<file path="config.mk">
export PLATFORM = sky130hd
export DESIGN_NAME = stkagg_scan
export DESIGN_NICKNAME = d
export VERILOG_FILES = /design/src/sv/stkagg_pkg.sv /design/src/sv/stkagg_scan.sv
export SDC_FILE = /design/constraint.sdc
export NUM_CORES = 1
export LEC_CHECK = 0
export ABC_CLOCK_PERIOD_IN_PS = 6800
export BUFFER_PORTS_ARGS = -buffer_cell sky130_fd_sc_hd__buf_2
export CORE_UTILIZATION = 40
export CTS_BUF_LIST = sky130_fd_sc_hd__clkbuf_4 sky130_fd_sc_hd__clkbuf_8
export CTS_CLUSTER_SIZE = 20
export DETAILED_ROUTE_END_ITERATION = 12
export MAX_ROUTING_LAYER = met4
export PLACE_DENSITY = 0.66
export SLEW_MARGIN = 20
export SYNTH_ARGS = -nofsm -noshare
export SYNTH_HDL_FRONTEND = slang
export SYNTH_SLANG_ARGS = --single-unit
</file>
<file path="constraint.sdc">
create_clock -name clk -period 6.8 [get_ports clk]
set_clock_uncertainty 0.2 [all_clocks]
set_input_delay 0.68 -clock clk [delete_from_list [all_inputs] [get_ports clk]]
set_output_delay 0.68 -clock clk [all_outputs]
set_load 0.005 [all_outputs]
</file>
<file path="src/sv/stkagg_pkg.sv">
// ----------------------------------------------------------------------------
// Stack with aggregate queries: shared package
// Types, sizes and command and status codes used by the scan unit and the stack.
// ----------------------------------------------------------------------------
package stkagg_pkg;

    localparam int STACK_DEPTH = 256;
    localparam int ADDR_W      = $clog2(STACK_DEPTH);
    localparam int PTR_W       = $clog2(STACK_DEPTH + 1);
    localparam int DATA_W      = 32;
    localparam int SUM_W       = 40;
    localparam int LARGEST_W   = 31;
    localparam int COUNT_W     = 9;
    localparam int CMD_W       = 2;
    localparam int STATUS_W    = 2;

    typedef enum logic [CMD_W-1:0] {
        CMD_PUSH  = 2'd0,
        CMD_POP   = 2'd1,
        CMD_QUERY = 2'd2
    } command_t;

    typedef enum logic [STATUS_W-1:0] {
        ST_OK        = 2'd0,
        ST_UNDERFLOW = 2'd1,
        ST_OVERFLOW  = 2'd2
    } status_t;

    typedef struct packed {
        logic clear;
        logic enable;
    } scan_ctrl_t;

endpackage

</file>
<file path="src/sv/stkagg_scan.sv">
// ----------------------------------------------------------------------------
// Stack scan unit
// Compares one stored entry per cycle while enabled, keeping the running maximum
// (floored at zero) and the number of entries equal to the key.
// ----------------------------------------------------------------------------
module stkagg_scan (
    input  logic                                    clk,
    input  logic                                    rst_n,
    input  stkagg_pkg::scan_ctrl_t                  ctrl,
    input  logic signed [stkagg_pkg::DATA_W-1:0]    data,
    input  logic signed [stkagg_pkg::DATA_W-1:0]    key,
    output logic [stkagg_pkg::LARGEST_W-1:0]        max_val,
    output logic [stkagg_pkg::PTR_W-1:0]            match_cnt
);

    import stkagg_pkg::*;

    logic [LARGEST_W-1:0] max_reg;
    logic [LARGEST_W-1:0] max_next;
    logic [PTR_W-1:0]     cnt_reg;
    logic [PTR_W-1:0]     cnt_next;

    always_comb
    begin
        max_next = max_reg;
        cnt_next = cnt_reg;
        if (ctrl.clear)
        begin
            max_next = '0;
            cnt_next = '0;
        end
        else if (ctrl.enable)
        begin
            if (data > $signed({1'b0, max_reg}))
            begin
                max_next = data[LARGEST_W-1:0];
            end
            if (data == key)
            begin
                cnt_next = cnt_reg + 1'b1;
            end
        end
    end

    always_ff @(posedge clk or negedge rst_n)
    begin
        if (!rst_n)
        begin
            max_reg <= '0;
            cnt_reg <= '0;
        end
        else
        begin
            max_reg <= max_next;
            cnt_reg <= cnt_next;
        end
    end

    assign max_val   = max_reg;
    assign match_cnt = cnt_reg;

endmodule

</file>
==> impl_metrics.ini <==
[status]
status = finished clean

[placed_design]
gp_congestion = 0.808
numPortBuffers = 107
pre_cts_ws_ps = 2960
dp_hpwl_um = 6200

[drt]
dr_wl_met3_um = 459
firstDrtPassIters = 4
met2_length_um = 3660
postRouteAntennaNets = 0
drt-met1-wl_um = 3670
drt-initial-drc-count = 110
vias = 2704
wirelength_um = 7890
top_layer_used = met4
wire_per_inst_um = 14.4
avgViaCountPerCell = 4.93
drc_errors = 0

[floorplan]
pin_count = 108
placementRows = 32
die_area_sq_um = 8560
die_h_um = 92.5
die_w_um = 92.5
start_util = 0.420
core-area_sq_um = 7810

[clock_network]
clk_pin_slew_ps = 80
insertion_delay_ps = 290
cts_setup_buffers = 0
post_cts_resized = 0
htree_levels = 2
clockBufferDepth = 2
cts_buffers = 5
cts_root_buf = clkbuf_8
clkSinkCount = 40
holdBufCountCts = 0
tritoncts = yes

[timing]
hold-worst-slack_ps = 317
setup_viol = 0
finalMaxSlewViolations = 0
setup_tns_ps = 0
rsz0062_at_grt = false
max-slew-margin-rel = 0.288
timing.final.hold_violations = 0
fin_ws_ps = 3290
tightestPinTransition_ps = 1070
period_needed_ps = 3510
fin_crit_sh = 0.516
fmax_mhz = 285

[power_and_ir_drop]
power.share.clock = 0.302
power.density_nw_per_um2 = 144
power.total_w = 0.000569
irDropWorstVdd_uv = 62.3
power_switching_w = 0.000170
power.internal_w = 0.000399
comb_power_share = 0.252
power_frac_seq = 0.446
switching_share = 0.298
power_leakage_nw = 1.90

[setup_path]
cp_max_fo = 16
rr_endpoint = max_val[3]
crit_arrival_ps = 3530
r2r_start = max_val[14]
startpoint_type = input port
rrSetupSlack_ps = 3390
path_cells = buf_2, ha_1, nand4_2, nor4_4, a21boi_2, nor3_1, o31ai_4, buf_4, mux2i_1
required_ps = 6810
reg2regPathDepth = 9
end_kind = register
cpMaxStageDelayCell = o31ai_4
critPathMaxStageDelay_ps = 890
path_class = input port to register

[global_route]
grt-ovfl-total = 0
track_usage = 0.194
first_global_vias = 2502
grt_antenna_before_repair = 0
grt_max_degree = 79
grt_first_pass_wirelength_um = 12500

[synth]
synth_seq_area_share = 0.306
ys_types = 38
avgSynthCellArea_sq_um = 9.61
ys_ff_latch = 40
synthCells = 341
synth_top_cell_by_area = dfrtp_1
synthDominantCellAreaShare = 0.306
yosys-top-cells-area = dfrtp_1 31%, ha_1 12%, nand2b_1 12%
syn-cell-area_sq_um = 3280
syn_nets = 441
synth_warnings = 0

[final_layout]
final_cell_mix = 107 x buf_2, 62 x nand2b_1, 40 x dfrtp_1
n_antenna_cell = 0
fillers = 756
post-route-util = 0.508
syn_to_final_growth_pct = 21.0
layout_commonest_cell = buf_2
nets = 545
drive_above_1_share = 0.291

[flow_run]
drv_cap = 0

[min_path]
hold_class = input port to asynchronous set/reset pin
==> through the flow <==
stage | area, sq um | instances
floorplan | 3280 | 341
global placement | 3870 | 540
finish | 3970 | 548
global route | 3970 | 548
detailed placement | 3870 | 540
CTS | 3970 | 548
==> logic make-up after synthesis <==
kind of cell / after synthesis / share of synthesized area
buf+inv: 44 / 0.0630
mux: 36 / 0.114
fa+ha+maj: 32 / 0.122
simple gates: 125 / 0.239
xor+xnor: 33 / 0.0882
compound gates: 31 / 0.0680
flops: 40 / 0.306
==> power groups by stage <==
stage / sequential [W] / combinational [W] / clock (W)
finish: 0.000254 / 0.000144 / 0.000172
global route: 0.000255 / 0.000162 / 0.000187
CTS: 0.000254 / 0.000146 / 0.000177
detailed placement: 0.000258 / 0.000145 / 0
global placement: 0.000258 / 0.000144 / 0
floorplan: 0.000258 / 0.0000838 / 0
==> area by class of cell <==
cell class / count / area, sq um / share of cell area
Multi-Input combinational cell: 257 / 2070 / 0.522
Sequential cell: 40 / 1000 / 0.252
Timing Repair Buffer: 109 / 551 / 0.139
Tap cell: 102 / 128 / 0.0322
Inverter: 32 / 120 / 0.0303
Clock buffer: 7 / 90.1 / 0.0227
Clock inverter: 1 / 7.51 / 0.00189
==> how the worst max path moves through the flow <==
stage,startpoint,endpoint,slack (ps),cells past startpoint
after floorplan,data[14],max_val[0],4090,8
after global placement,data[14],max_val[25],3040,9
after detailed placement,data[14],max_val[9],2960,9
after CTS,data[14],max_val[9],3270,9
after global routing,data[14],max_val[5],3110,9
final,data[14],max_val[3],3290,9
==> metal layers <==
metal	global-route usage	vias to the layer above
met2	0.307	80
li1	-	1362
met3	0.0230	8
met5	-	-
met4	0.0495	0
met1	0.265	1254
==> state kept, by name (all words and copies together), names as in the netlist <==
name / count
max_val: 31
match_cnt: 9
==> critical path: cells and delay by family <==
family,cells,cell delay (ps)
AND/OR/NAND/NOR,3,610
adder cells (fa/ha/maj),1,330
AO/OA/AOI/OAI,2,1100
buffers and inverters,2,560
multiplexers,1,230
==> cells in the mapped netlist <==
cell type  count
nand4_1        9
mux2_1         2
nor2b_1        5
ha_1          32
or2b_1         3
nor4_4         1
buf_6          1
a221o_1        2
nand3_2        2
a31o_1         3
mux2_4         2
and4_1         2
nand4_2        2
mux2i_1       32
nor2_1        12
nand2_1        7
nor4_1         6
o211ai_1       1
dfrtp_1       40
nand2b_1      62
o31ai_4        1
clkbuf_1       8
o21ai_0        2
or2b_2         1
a21o_1         4
xor2_1        27
xnor2_1        6
nor4_2         2
inv_1         32
a21oi_1       14
o31ai_2        1
a211oi_1       1
nor3_1         3
nand3_1        7
nand4b_1       1
a21boi_2       1
buf_8          3
a31oi_1        1
No activity file was read; power rests on OpenSTA's default activity.
